File: src/hw/rtl/skf_pkg.sv
// Shared constants, types and helper functions of the scalar Kalman filter.
// Used by the channel interfaces, the serial arithmetic units and the top level.
// Depends on nothing.
package skf_pkg;

   // Field and arithmetic widths fixed by the item format
   localparam int DATA_WIDTH_DEF = 32;
   localparam int FIELD_W        = 32;
   localparam int VAR_W          = 31;
   localparam int MUL_W          = 32;
   localparam int MUL_DIG_W      = 2;
   localparam int DIV_W          = 32;
   localparam int CSR_IDX_W      = 8;

   // Reset values of the filter registers and of the variance state
   localparam logic [VAR_W-1:0] VAR_RESET = 31'd65536;

   // Register indexes of the configuration channel
   localparam logic [CSR_IDX_W-1:0] CSR_AR_COEF   = 8'd0;
   localparam logic [CSR_IDX_W-1:0] CSR_MEAN_OFS  = 8'd1;
   localparam logic [CSR_IDX_W-1:0] CSR_OBS_NOISE = 8'd2;
   localparam logic [CSR_IDX_W-1:0] CSR_STA_NOISE = 8'd3;

   // Serial multiplier command and status
   typedef struct packed {
      logic             start;
      logic [MUL_W-1:0] a;
      logic [MUL_W-1:0] b;
   } mul_req_type;

   typedef struct packed {
      logic               busy;
      logic [2*MUL_W-1:0] product;
   } mul_rsp_type;

   // Serial divider command and status
   typedef struct packed {
      logic               start;
      logic [2*DIV_W-1:0] dividend;
      logic [DIV_W-1:0]   divisor;
   } div_req_type;

   typedef struct packed {
      logic             busy;
      logic [DIV_W-1:0] quotient;
   } div_rsp_type;

   // Result of a clip: limited value and a flag for a hit on either limit
   typedef struct packed {
      logic [63:0] value;
      logic        hit;
   } clip_res_type;

   function automatic clip_res_type clip_s64(input logic signed [63:0] v,
                                             input logic signed [63:0] lo,
                                             input logic signed [63:0] hi);
      clip_res_type r;
      r.value = v;
      r.hit   = 1'b0;
      if (v < lo) begin
         r.value = lo;
         r.hit   = 1'b1;
      end else if (v > hi) begin
         r.value = hi;
         r.hit   = 1'b1;
      end
      return r;
   endfunction

   // Magnitude of a signed field; the most negative value maps to 2^31
   function automatic logic [FIELD_W-1:0] mag32(input logic signed [FIELD_W-1:0] v);
      return v[FIELD_W-1] ? (~v + 32'd1) : v;
   endfunction

endpackage

File: src/hw/rtl/skf_req_if.sv
// Input channel of the scalar Kalman filter: one observation per transfer.
// Depends on skf_pkg.
interface skf_req_if;
   logic                                valid;
   logic                                ready;
   logic signed [skf_pkg::FIELD_W-1:0]  observation;
   logic                                series_start;

   modport source (output valid, observation, series_start, input ready);
   modport sink   (input valid, observation, series_start, output ready);
endinterface

File: src/hw/rtl/skf_rsp_if.sv
// Result channel of the scalar Kalman filter: filtered mean and variance.
// Depends on skf_pkg.
interface skf_rsp_if;
   logic                                valid;
   logic                                ready;
   logic signed [skf_pkg::FIELD_W-1:0]  filtered_mean;
   logic        [skf_pkg::VAR_W-1:0]    filtered_var;
   logic                                saturated;

   modport source (output valid, filtered_mean, filtered_var, saturated, input ready);
   modport sink   (input valid, filtered_mean, filtered_var, saturated, output ready);
endinterface

File: src/hw/rtl/skf_csr_if.sv
// Register write channel of the scalar Kalman filter: index and write data.
// Depends on skf_pkg.
interface skf_csr_if;
   logic                              valid;
   logic                              ready;
   logic [skf_pkg::CSR_IDX_W-1:0]     index;
   logic [skf_pkg::FIELD_W-1:0]       wdata;

   modport source (output valid, index, wdata, input ready);
   modport sink   (input valid, index, wdata, output ready);
endinterface

File: src/hw/rtl/skf_mul_serial.sv
// Unsigned shift-add multiplier, one radix-4 digit of operand b per cycle.
// Depends on skf_pkg (widths, command and status structs).
module skf_mul_serial (
   input  logic                 clock,
   input  logic                 reset,
   input  skf_pkg::mul_req_type req,
   output skf_pkg::mul_rsp_type rsp
);

   localparam int OP_W   = skf_pkg::MUL_W;
   localparam int DIG_W  = skf_pkg::MUL_DIG_W;
   localparam int STEPS  = OP_W / DIG_W;
   localparam int CNT_W  = $clog2(STEPS);
   localparam int PART_W = OP_W + DIG_W;
   localparam logic [CNT_W-1:0] LAST_STEP = CNT_W'(STEPS - 1);

   logic [2*OP_W-1:0] acc_ff, acc_in;
   logic [OP_W-1:0]   a_ff, a_in;
   logic [PART_W-1:0] a3_ff, a3_in;
   logic [CNT_W-1:0]  cnt_ff, cnt_in;
   logic              busy_ff, busy_in;
   logic [PART_W-1:0] part;
   logic [PART_W-1:0] sum;

   // Select the digit multiple of a
   always_comb begin
      case (acc_ff[DIG_W-1:0])
         2'd0:    part = '0;
         2'd1:    part = PART_W'(a_ff);
         2'd2:    part = PART_W'({a_ff, 1'b0});
         2'd3:    part = a3_ff;
         default: part = '0;
      endcase
      sum = PART_W'(acc_ff[2*OP_W-1:OP_W]) + part;
   end

   // Load operands on start, then add and shift one digit per cycle
   always_comb begin
      acc_in  = acc_ff;
      a_in    = a_ff;
      a3_in   = a3_ff;
      cnt_in  = cnt_ff;
      busy_in = busy_ff;
      if (busy_ff) begin
         acc_in = {sum, acc_ff[OP_W-1:DIG_W]};
         cnt_in = cnt_ff + CNT_W'(1);
         if (cnt_ff == LAST_STEP) begin
            busy_in = 1'b0;
         end
      end else if (req.start) begin
         acc_in  = {{OP_W{1'b0}}, req.b};
         a_in    = req.a;
         a3_in   = PART_W'(req.a) + PART_W'({req.a, 1'b0});
         cnt_in  = '0;
         busy_in = 1'b1;
      end
   end

   always_ff @(posedge clock) begin
      if (reset) begin
         busy_ff <= 1'b0;
         cnt_ff  <= '0;
      end else begin
         busy_ff <= busy_in;
         cnt_ff  <= cnt_in;
      end
      acc_ff <= acc_in;
      a_ff   <= a_in;
      a3_ff  <= a3_in;
   end

   assign rsp.busy    = busy_ff;
   assign rsp.product = acc_ff;

endmodule

File: src/hw/rtl/skf_div_serial.sv
// Restoring divider, one quotient bit per cycle; the quotient must fit DIV_W bits.
// Depends on skf_pkg (widths, command and status structs).
module skf_div_serial (
   input  logic                 clock,
   input  logic                 reset,
   input  skf_pkg::div_req_type req,
   output skf_pkg::div_rsp_type rsp
);

   localparam int DW    = skf_pkg::DIV_W;
   localparam int CNT_W = $clog2(DW);
   localparam logic [CNT_W-1:0] LAST_STEP = CNT_W'(DW - 1);

   logic [DW-1:0]    rem_ff, rem_in;
   logic [DW-1:0]    quo_ff, quo_in;
   logic [DW-1:0]    dvs_ff, dvs_in;
   logic [CNT_W-1:0] cnt_ff, cnt_in;
   logic             busy_ff, busy_in;
   logic [DW:0]      trial;
   logic [DW:0]      diff;
   logic             fits;

   // Bring down the next dividend bit and try the subtraction
   always_comb begin
      trial = {rem_ff, quo_ff[DW-1]};
      diff  = trial - {1'b0, dvs_ff};
      fits  = (trial >= {1'b0, dvs_ff});
   end

   always_comb begin
      rem_in  = rem_ff;
      quo_in  = quo_ff;
      dvs_in  = dvs_ff;
      cnt_in  = cnt_ff;
      busy_in = busy_ff;
      if (busy_ff) begin
         rem_in = fits ? diff[DW-1:0] : trial[DW-1:0];
         quo_in = {quo_ff[DW-2:0], fits};
         cnt_in = cnt_ff + CNT_W'(1);
         if (cnt_ff == LAST_STEP) begin
            busy_in = 1'b0;
         end
      end else if (req.start) begin
         rem_in  = req.dividend[2*DW-1:DW];
         quo_in  = req.dividend[DW-1:0];
         dvs_in  = req.divisor;
         cnt_in  = '0;
         busy_in = 1'b1;
      end
   end

   always_ff @(posedge clock) begin
      if (reset) begin
         busy_ff <= 1'b0;
         cnt_ff  <= '0;
      end else begin
         busy_ff <= busy_in;
         cnt_ff  <= cnt_in;
      end
      rem_ff <= rem_in;
      quo_ff <= quo_in;
      dvs_ff <= dvs_in;
   end

   assign rsp.busy     = busy_ff;
   assign rsp.quotient = quo_ff;

endmodule

File: src/hw/rtl/scalar_kalman_filter_unit.sv
// Scalar Kalman filter, forward pass, one observation in and one estimate out.
//
// Channels: req_chan takes an observation and a series start flag, rsp_chan
// returns the filtered mean, the filtered variance and a clip flag, csr_chan
// writes the four filter registers (AR coefficient, mean offset, observation
// noise, state noise). All use valid/ready; csr_chan is always ready. The user
// writes csr_chan only while no item is in flight; the block does not enforce it.
// Each item passes three times through the radix-4 serial multipliers and
// once through the bit-serial dividers; a zero innovation denominator skips
// the division. A new item is taken once the previous one has left the
// arithmetic.
// Reset: clears the registers to their defaults, mean to 0, variance to 1.0.
// Stall: the result sits in an output register; the next item is accepted
// while it waits, and its own result holds in the last stage until the
// register frees up.
// Depends on skf_pkg, the channel interfaces, skf_mul_serial, skf_div_serial.
module scalar_kalman_filter_unit #(
   parameter int DATA_WIDTH = skf_pkg::DATA_WIDTH_DEF
) (
   input  logic       clock,
   input  logic       reset,
   skf_req_if.sink    req_chan,
   skf_rsp_if.source  rsp_chan,
   skf_csr_if.sink    csr_chan
);

   localparam int FW    = skf_pkg::FIELD_W;
   localparam int VW    = skf_pkg::VAR_W;
   localparam int SAT_W = (DATA_WIDTH < 32) ? DATA_WIDTH : 32;
   localparam logic signed [63:0] MEAN_MAX = (64'sd1 <<< (SAT_W - 1)) - 64'sd1;
   localparam logic signed [63:0] MEAN_MIN = -MEAN_MAX - 64'sd1;
   localparam logic signed [63:0] VAR_MAX  = MEAN_MAX;

   typedef enum logic [3:0] {
      S_IDLE, S_PRED, S_PRED_WAIT, S_VAR, S_VAR_WAIT,
      S_GAIN, S_GAIN_WAIT, S_DIV, S_DIV_WAIT, S_FIN
   } state_type;

   state_type state_ff, state_in;

   // Filter registers
   logic signed [FW-1:0] ar_ff, ar_in;
   logic signed [FW-1:0] ofs_ff, ofs_in;
   logic [VW-1:0]        rnoise_ff, rnoise_in;
   logic [VW-1:0]        qnoise_ff, qnoise_in;

   // Filter state
   logic signed [SAT_W-1:0] mean_ff, mean_in;
   logic [VW-1:0]           var_ff, var_in;

   // Per-item working registers
   logic signed [FW-1:0] y_ff, y_in;
   logic signed [FW-1:0] at_ff, at_in;
   logic signed [FW-1:0] vt_ff, vt_in;
   logic [VW-1:0]        phi2_ff, phi2_in;
   logic [VW-1:0]        pt_ff, pt_in;
   logic [FW-1:0]        den_ff, den_in;
   logic                 dz_ff, dz_in;
   logic                 neg_ff, neg_in;
   logic                 sat_ff, sat_in;

   // Output register
   logic                 rsp_valid_ff, rsp_valid_in;
   logic signed [FW-1:0] rsp_mean_ff, rsp_mean_in;
   logic [VW-1:0]        rsp_var_ff, rsp_var_in;
   logic                 rsp_sat_ff, rsp_sat_in;

   skf_pkg::mul_req_type mul_a_req, mul_b_req;
   skf_pkg::mul_rsp_type mul_a_rsp, mul_b_rsp;
   skf_pkg::div_req_type div_a_req, div_b_req;
   skf_pkg::div_rsp_type div_a_rsp, div_b_rsp;

   logic signed [FW-1:0] mean_ext;
   logic signed [63:0]   pred_prod;
   logic signed [63:0]   innov;
   logic signed [63:0]   upd;
   logic signed [63:0]   newm_sum;
   logic [VW-1:0]        newv;
   logic                 mul_busy;
   logic                 div_busy;
   logic                 out_free;
   skf_pkg::clip_res_type q_clip, at_clip, phi2_clip, pt_clip, vt_clip, newm_clip;

   skf_mul_serial u_mul_a (.clock(clock), .reset(reset), .req(mul_a_req), .rsp(mul_a_rsp));
   skf_mul_serial u_mul_b (.clock(clock), .reset(reset), .req(mul_b_req), .rsp(mul_b_rsp));
   skf_div_serial u_div_a (.clock(clock), .reset(reset), .req(div_a_req), .rsp(div_a_rsp));
   skf_div_serial u_div_b (.clock(clock), .reset(reset), .req(div_b_req), .rsp(div_b_rsp));

   // Stage arithmetic: each result is only taken in the state that owns it
   always_comb begin
      mean_ext  = FW'(mean_ff);
      mul_busy  = mul_a_rsp.busy | mul_b_rsp.busy;
      div_busy  = div_a_rsp.busy | div_b_rsp.busy;
      out_free  = ~rsp_valid_ff | rsp_chan.ready;
      q_clip    = skf_pkg::clip_s64($signed(64'(qnoise_ff)), 64'sd0, VAR_MAX);
      pred_prod = neg_ff ? -$signed(mul_a_rsp.product) : $signed(mul_a_rsp.product);
      at_clip   = skf_pkg::clip_s64(pred_prod >>> 16, MEAN_MIN, MEAN_MAX);
      phi2_clip = skf_pkg::clip_s64($signed({16'b0, mul_b_rsp.product[63:16]}),
                                    64'sd0, VAR_MAX);
      pt_clip   = skf_pkg::clip_s64($signed({16'b0, mul_a_rsp.product[63:16]})
                                    + $signed(64'(qnoise_ff)), 64'sd0, VAR_MAX);
      innov     = 64'(y_ff) - 64'(ofs_ff) - 64'(at_ff);
      vt_clip   = skf_pkg::clip_s64(innov, MEAN_MIN, MEAN_MAX);
      if (dz_ff) begin
         upd  = 64'sd0;
         newv = pt_ff;
      end else begin
         upd  = vt_ff[FW-1] ? -$signed({32'b0, div_a_rsp.quotient})
                            : $signed({32'b0, div_a_rsp.quotient});
         newv = pt_ff - div_b_rsp.quotient[VW-1:0];
      end
      newm_sum  = 64'(at_ff) + upd;
      newm_clip = skf_pkg::clip_s64(newm_sum, MEAN_MIN, MEAN_MAX);
   end

   // Sequencer: register writes, item control and the output register
   always_comb begin
      state_in     = state_ff;
      ar_in        = ar_ff;
      ofs_in       = ofs_ff;
      rnoise_in    = rnoise_ff;
      qnoise_in    = qnoise_ff;
      mean_in      = mean_ff;
      var_in       = var_ff;
      y_in         = y_ff;
      at_in        = at_ff;
      vt_in        = vt_ff;
      phi2_in      = phi2_ff;
      pt_in        = pt_ff;
      den_in       = den_ff;
      dz_in        = dz_ff;
      neg_in       = neg_ff;
      sat_in       = sat_ff;
      rsp_valid_in = rsp_valid_ff & ~rsp_chan.ready;
      rsp_mean_in  = rsp_mean_ff;
      rsp_var_in   = rsp_var_ff;
      rsp_sat_in   = rsp_sat_ff;
      mul_a_req    = '0;
      mul_b_req    = '0;
      div_a_req    = '0;
      div_b_req    = '0;

      // Register writes; unknown indexes drop
      if (csr_chan.valid) begin
         case (csr_chan.index)
            skf_pkg::CSR_AR_COEF:   ar_in     = csr_chan.wdata;
            skf_pkg::CSR_MEAN_OFS:  ofs_in    = csr_chan.wdata;
            skf_pkg::CSR_OBS_NOISE: rnoise_in = csr_chan.wdata[VW-1:0];
            skf_pkg::CSR_STA_NOISE: qnoise_in = csr_chan.wdata[VW-1:0];
            default: ;
         endcase
      end

      case (state_ff)
         S_IDLE: begin
            // Take the observation; a series start reloads the prior first
            if (req_chan.valid) begin
               y_in   = req_chan.observation;
               sat_in = 1'b0;
               dz_in  = 1'b0;
               if (req_chan.series_start) begin
                  mean_in = '0;
                  var_in  = q_clip.value[VW-1:0];
                  sat_in  = q_clip.hit;
               end
               state_in = S_PRED;
            end
         end
         S_PRED: begin
            // Issue phi*m and phi*phi on magnitudes
            mul_a_req.start = 1'b1;
            mul_a_req.a     = skf_pkg::mag32(ar_ff);
            mul_a_req.b     = skf_pkg::mag32(mean_ext);
            mul_b_req.start = 1'b1;
            mul_b_req.a     = skf_pkg::mag32(ar_ff);
            mul_b_req.b     = skf_pkg::mag32(ar_ff);
            neg_in          = ar_ff[FW-1] ^ mean_ext[FW-1];
            state_in        = S_PRED_WAIT;
         end
         S_PRED_WAIT: begin
            if (!mul_busy) begin
               at_in    = at_clip.value[FW-1:0];
               phi2_in  = phi2_clip.value[VW-1:0];
               sat_in   = sat_ff | at_clip.hit | phi2_clip.hit;
               state_in = S_VAR;
            end
         end
         S_VAR: begin
            // Issue phi^2 * v
            mul_a_req.start = 1'b1;
            mul_a_req.a     = {1'b0, phi2_ff};
            mul_a_req.b     = {1'b0, var_ff};
            state_in        = S_VAR_WAIT;
         end
         S_VAR_WAIT: begin
            if (!mul_busy) begin
               pt_in    = pt_clip.value[VW-1:0];
               vt_in    = vt_clip.value[FW-1:0];
               sat_in   = sat_ff | pt_clip.hit | vt_clip.hit;
               state_in = S_GAIN;
            end
         end
         S_GAIN: begin
            // Issue |vt|*pt and pt*pt, form the denominator
            mul_a_req.start = 1'b1;
            mul_a_req.a     = skf_pkg::mag32(vt_ff);
            mul_a_req.b     = {1'b0, pt_ff};
            mul_b_req.start = 1'b1;
            mul_b_req.a     = {1'b0, pt_ff};
            mul_b_req.b     = {1'b0, pt_ff};
            den_in          = {1'b0, pt_ff} + {1'b0, rnoise_ff};
            state_in        = S_GAIN_WAIT;
         end
         S_GAIN_WAIT: begin
            // Zero denominator skips the division
            if (!mul_busy) begin
               if (den_ff == '0) begin
                  dz_in    = 1'b1;
                  state_in = S_FIN;
               end else begin
                  state_in = S_DIV;
               end
            end
         end
         S_DIV: begin
            div_a_req.start    = 1'b1;
            div_a_req.dividend = mul_a_rsp.product;
            div_a_req.divisor  = den_ff;
            div_b_req.start    = 1'b1;
            div_b_req.dividend = mul_b_rsp.product;
            div_b_req.divisor  = den_ff;
            state_in           = S_DIV_WAIT;
         end
         S_DIV_WAIT: begin
            if (!div_busy) begin
               state_in = S_FIN;
            end
         end
         S_FIN: begin
            // Hold until the output register frees, then commit the state
            if (out_free) begin
               mean_in      = newm_clip.value[SAT_W-1:0];
               var_in       = newv;
               rsp_valid_in = 1'b1;
               rsp_mean_in  = newm_clip.value[FW-1:0];
               rsp_var_in   = newv;
               rsp_sat_in   = sat_ff | newm_clip.hit;
               state_in     = S_IDLE;
            end
         end
         default: state_in = S_IDLE;
      endcase
   end

   always_ff @(posedge clock) begin
      if (reset) begin
         state_ff     <= S_IDLE;
         ar_ff        <= '0;
         ofs_ff       <= '0;
         rnoise_ff    <= skf_pkg::VAR_RESET;
         qnoise_ff    <= skf_pkg::VAR_RESET;
         mean_ff      <= '0;
         var_ff       <= skf_pkg::VAR_RESET;
         rsp_valid_ff <= 1'b0;
      end else begin
         state_ff     <= state_in;
         ar_ff        <= ar_in;
         ofs_ff       <= ofs_in;
         rnoise_ff    <= rnoise_in;
         qnoise_ff    <= qnoise_in;
         mean_ff      <= mean_in;
         var_ff       <= var_in;
         rsp_valid_ff <= rsp_valid_in;
      end
      y_ff        <= y_in;
      at_ff       <= at_in;
      vt_ff       <= vt_in;
      phi2_ff     <= phi2_in;
      pt_ff       <= pt_in;
      den_ff      <= den_in;
      dz_ff       <= dz_in;
      neg_ff      <= neg_in;
      sat_ff      <= sat_in;
      rsp_mean_ff <= rsp_mean_in;
      rsp_var_ff  <= rsp_var_in;
      rsp_sat_ff  <= rsp_sat_in;
   end

   assign req_chan.ready         = (state_ff == S_IDLE);
   assign csr_chan.ready         = 1'b1;
   assign rsp_chan.valid         = rsp_valid_ff;
   assign rsp_chan.filtered_mean = rsp_mean_ff;
   assign rsp_chan.filtered_var  = rsp_var_ff;
   assign rsp_chan.saturated     = rsp_sat_ff;

endmodule

File: src/flat_wrapper.sv
// flat-port wrapper written by rule: the top's interface ports become plain ports
module scalar_kalman_filter_unit_flat 
#(
   parameter int DATA_WIDTH = skf_pkg::DATA_WIDTH_DEF
)
  (clock, reset, req_chan_valid, req_chan_observation, req_chan_series_start, req_chan_ready, rsp_chan_valid, rsp_chan_filtered_mean, rsp_chan_filtered_var, rsp_chan_saturated, rsp_chan_ready, csr_chan_valid, csr_chan_index, csr_chan_wdata, csr_chan_ready);
  skf_req_if req_chan_i ();
  skf_rsp_if rsp_chan_i ();
  skf_csr_if csr_chan_i ();
  input  logic clock;
  input  logic reset;
  input wire logic [$bits(req_chan_i.valid)-1:0] req_chan_valid;
  input wire logic [$bits(req_chan_i.observation)-1:0] req_chan_observation;
  input wire logic [$bits(req_chan_i.series_start)-1:0] req_chan_series_start;
  output wire logic [$bits(req_chan_i.ready)-1:0] req_chan_ready;
  output wire logic [$bits(rsp_chan_i.valid)-1:0] rsp_chan_valid;
  output wire logic [$bits(rsp_chan_i.filtered_mean)-1:0] rsp_chan_filtered_mean;
  output wire logic [$bits(rsp_chan_i.filtered_var)-1:0] rsp_chan_filtered_var;
  output wire logic [$bits(rsp_chan_i.saturated)-1:0] rsp_chan_saturated;
  input wire logic [$bits(rsp_chan_i.ready)-1:0] rsp_chan_ready;
  input wire logic [$bits(csr_chan_i.valid)-1:0] csr_chan_valid;
  input wire logic [$bits(csr_chan_i.index)-1:0] csr_chan_index;
  input wire logic [$bits(csr_chan_i.wdata)-1:0] csr_chan_wdata;
  output wire logic [$bits(csr_chan_i.ready)-1:0] csr_chan_ready;
  assign req_chan_i.valid = req_chan_valid;
  assign req_chan_i.observation = req_chan_observation;
  assign req_chan_i.series_start = req_chan_series_start;
  assign req_chan_ready = req_chan_i.ready;
  assign rsp_chan_valid = rsp_chan_i.valid;
  assign rsp_chan_filtered_mean = rsp_chan_i.filtered_mean;
  assign rsp_chan_filtered_var = rsp_chan_i.filtered_var;
  assign rsp_chan_saturated = rsp_chan_i.saturated;
  assign rsp_chan_i.ready = rsp_chan_ready;
  assign csr_chan_i.valid = csr_chan_valid;
  assign csr_chan_i.index = csr_chan_index;
  assign csr_chan_i.wdata = csr_chan_wdata;
  assign csr_chan_ready = csr_chan_i.ready;
  scalar_kalman_filter_unit #(.DATA_WIDTH(DATA_WIDTH)) u_core (.clock(clock), .reset(reset), .req_chan(req_chan_i), .rsp_chan(rsp_chan_i), .csr_chan(csr_chan_i));
endmodule
File: config.mk
export PLATFORM = sky130hd
export DESIGN_NAME = scalar_kalman_filter_unit_flat
export DESIGN_NICKNAME = d
export VERILOG_FILES = /design/src/hw/rtl/skf_pkg.sv /design/src/hw/rtl/skf_req_if.sv /design/src/hw/rtl/skf_rsp_if.sv /design/src/hw/rtl/skf_csr_if.sv /design/src/hw/rtl/skf_mul_serial.sv /design/src/hw/rtl/skf_div_serial.sv /design/src/hw/rtl/scalar_kalman_filter_unit.sv /design/src/flat_wrapper.sv
export SDC_FILE = /design/constraint.sdc
export NUM_CORES = 2
export LEC_CHECK = 0
export ABC_AREA = 0
export BUFFER_PORTS_ARGS = -buffer_cell sky130_fd_sc_hd__clkbuf_2
export CORE_UTILIZATION = 35
export DETAILED_ROUTE_END_ITERATION = 8
export PLACE_DENSITY_LB_ADDON = 0.3
export REMOVE_ABC_BUFFERS = 1
export SYNTH_ARGS = -nofsm -noshare
export SYNTH_HDL_FRONTEND = slang
export SYNTH_SLANG_ARGS = --single-unit
File: constraint.sdc
create_clock -name clock -period 14.6 [get_ports clock]
set_input_delay 2.92 -clock clock [delete_from_list [all_inputs] [get_ports clock]]
set_output_delay 2.92 -clock clock [all_outputs]
set_load 0.05 [all_outputs]
==> results.toml <==
[setup_path]
cp.arrival_ps = 9570
path_class = "flop to flop"
start_kind = "flop"
crit_fanout = 33
crit_required_ps = 15250
cp-end-kind = "flop"

[cts]
holdBufCountCts = 0
path_clk_slew_ps = 60
cts_resized = 0
root_buffer = "clkbuf_16"
cts_setup_buffers = 0
cts_made_buffers = 106
cts.sinks = 923
clock_path_buffers = 3
cts_max_level = 3
clock_latency_ps = 760
cts_tree = "yes"

[sta]
layout_min_cycle_time_ps = 8920
hold_slack_ps = 453
final-hold-violation-count = 0
finalWorstSetupSlack_ps = 5680
slew_headroom_pct = 23.3
finalMaxSlewViolations = 0
rsz0062_at_grt = "false"
fin_crit_sh_pct = 61.1
fmax_mhz = 112
setup_viol = 0
totalNegativeSetupSlack_ps = 0
tightestPinTransition_ps = 1140
clock_skew_ps = 58.6

[placement]
dp_hpwl_um = 156000
post_dp_cell_area_um2 = 64300
gp_congestion = 0.940
place_inst = 8817
io_buffers = 143
pre_cts_slack_ps = 5870

[power]
p_per_area_nw_per_um2 = 125
vdd_drop_max_mv = 0.0892
p_int_mw = 5.58
p_leak_nw = 26.9
combPwrFrac_pct = 26.8
netSwitchingFraction_pct = 34.1
seqPwrFrac_pct = 39.8
finalPower_mw = 8.47
power.share.clock_pct = 33.3
p_sw_mw = 2.89

[final_layout]
fin_util_pct = 39.4
drive_above_1_share_pct = 9.18
nNetsFinal = 7129
layout.cells.non_filler = 9022
fin_area_um2 = 68000
synthToLayoutAreaGrowth_pct = 11.3
fillers = 17102

[global_route]
grt_pass1_wl_um = 305000
grt_use_total_pct = 22.8
grt_max_degree = 78
grt_pass1_vias = 47741
grt-ovfl-total = 0
grt_antenna_before_repair = 11

[floorplanning]
io_pins = 145
core_area_um2 = 172000
start_util_pct = 35.4
fp.dieW_um = 420
die-area_um2 = 176000
die_h_um = 420
rows = 152

[synth]
async_reset_ff_share_pct = 0
synth_top_area_share_pct = 34.7
synth_area_um2 = 61100
syn_inst = 6578
synth_ff_type = "edfxtp_1"
ys_seq_area_share_pct = 41.8
synth.area.top_cells = "edfxtp_1, ha_1, dfxtp_1"
netlist-cell-type-count = 100
synth_edf_count = 707
synth.ff_latch_count = 923
avgSynthCellArea_um2 = 9.29
yosys_warnings = 0
yosysTopAreaCell = "edfxtp_1"

[routing]
wl_per_cell_um = 22.9
vias_per_cell = 5.67
firstDrtPassIters = 9
antenna_left = 0
drc_errors = 0
initialDrtViolationCount = 5094
num_vias = 51148
drt-total-wl_um = 206000

[min_path]
min_path_type = "flop to flop"

[run_status]
outcome = "finished, final reports clean"

[run]
maxCapViolCount = 0
placed cells by master (no fill, tap or decap), drive strengths merged, types with 18 or more instances in the layout:
cell,count
nand3,110
inv,305
xor2,207
a31oi,46
a22o,99
o21ai,458
nor2,458
xnor2,244
o21bai,44
edfxtp,707
a211oi,33
fa,42
clkbuf,273
mux2,118
nor2b,73
nor3,109
a222oi,31
dfxtp,216
mux2i,18
a21oi,558
ha,394
and3,51
nor4,50
a21o,188
o211ai,47
nand2b,117
o21a,53
o41ai,22
clkinv,46
or3,60
or2,32
o31ai,72
or4,26
and2,102
nand2,887
nand4,52
buf,79
metal layers:
metal  vias to the layer above  track usage [%]  share of wire (%)
li1                      24054                -                  -
met1                     24751             30.6                 43
met2                      1965             36.8                 46
met3                       378             3.17                6.7
met4                         0             9.31                4.3
met5                         -                0                  0
flip-flops by register name, indices dropped and copies added, names as in the netlist, 32 cells and up:
register,cells
u_core.u_mul_a.acc_ff,64
u_core.u_div_b.quo_ff,32
u_core.y_ff,32
u_core.at_ff,32
u_core.u_mul_b.a3_ff,33
u_core.u_div_a.dvs_ff,32
u_core.u_div_b.dvs_ff,32
u_core.u_div_a.quo_ff,32
u_core.u_mul_b.a_ff,32
u_core.vt_ff,32
u_core.den_ff,32
u_core.u_mul_a.a3_ff,33
u_core.u_div_a.rem_ff,32
u_core.ofs_ff,32
u_core.mean_ext,32
u_core.u_div_b.rem_ff,32
u_core.ar_ff,32
u_core.u_mul_a.a_ff,32
u_core.u_mul_b.acc_ff,64
u_core.rsp_chan.filtered_mean,32
power by group through the flow:
stage	logic [mW]	clock network, mW	registers, mW
3_3_place_gp	2.21	0	3.42
5_1_grt	2.48	2.96	3.38
6_report	2.27	2.82	3.37
2_1_floorplan	1.54	0	3.33
3_5_place_dp	2.23	0	3.42
4_1_cts	2.24	2.86	3.37
cells by family (layout without fill, tap and decap cells):
logic type | Yosys count | count (layout) | synth area share (%)
fa+ha+maj | 436 | 436 | 9.44
other cells | 1 | 5 | 0.00614
simple gates | 2182 | 2182 | 16.7
flops | 923 | 923 | 41.8
mux | 136 | 136 | 2.47
compound gates | 1853 | 1853 | 19.4
xor+xnor | 451 | 451 | 6.46
buf+inv | 596 | 726 | 3.73
Yosys cell counts (all sizes together), types with 188 or more instances:
cell	count
a21o	188
a21oi	558
clkbuf	262
dfxtp	216
edfxtp	707
ha	394
inv	301
nand2	887
nor2	458
o21ai	458
xnor2	244
xor2	207
critical path: stages, from the launching register on:
cell      delay, ps
edfxtp_1        460
or4_1           580
nor4_1          430
nand2b_1        120
or2_2           300
or3_1           420
or3_1           420
or3_1           420
nor2b_2         820
nor2_1           90
ha_1            550
nand2_1         200
or4_1           540
nor3b_1         270
o311ai_0        250
nand3_1         360
xnor2_1         220
nor4_1          390
nand4_1         160
or4_1           540
o41a_1          330
buf_4           250
nand2b_4        400
o21ai_1         240
worst paths after layout:
kind | start | endpoint | slack (ps) | cells past startpoint
max | u_core.u_div_a.quo_ff[10] | u_core.mean_ext[26] | 5680 | 23
min | u_core.var_ff[18] | u_core.var_ff[18] | 450 | 2
max reg2reg | u_core.u_div_a.quo_ff[10] | u_core.mean_ext[26] | 5680 | 23
min reg2reg | u_core.var_ff[18] | u_core.var_ff[18] | 450 | 2
cell type report:
cell class	instances	area [um2]	share of cell area, %
antenna	4	10.0	0.0147
tap	2310	2890	4.25
timing repair buffer	221	1310	1.92
multi-input combinational	5059	33400	49.2
clock buffer	131	2850	4.19
sequential	923	25600	37.6
inverter	304	1140	1.68
clock inverter	70	811	1.19
Note: power is estimated with default switching activity, not from simulation.
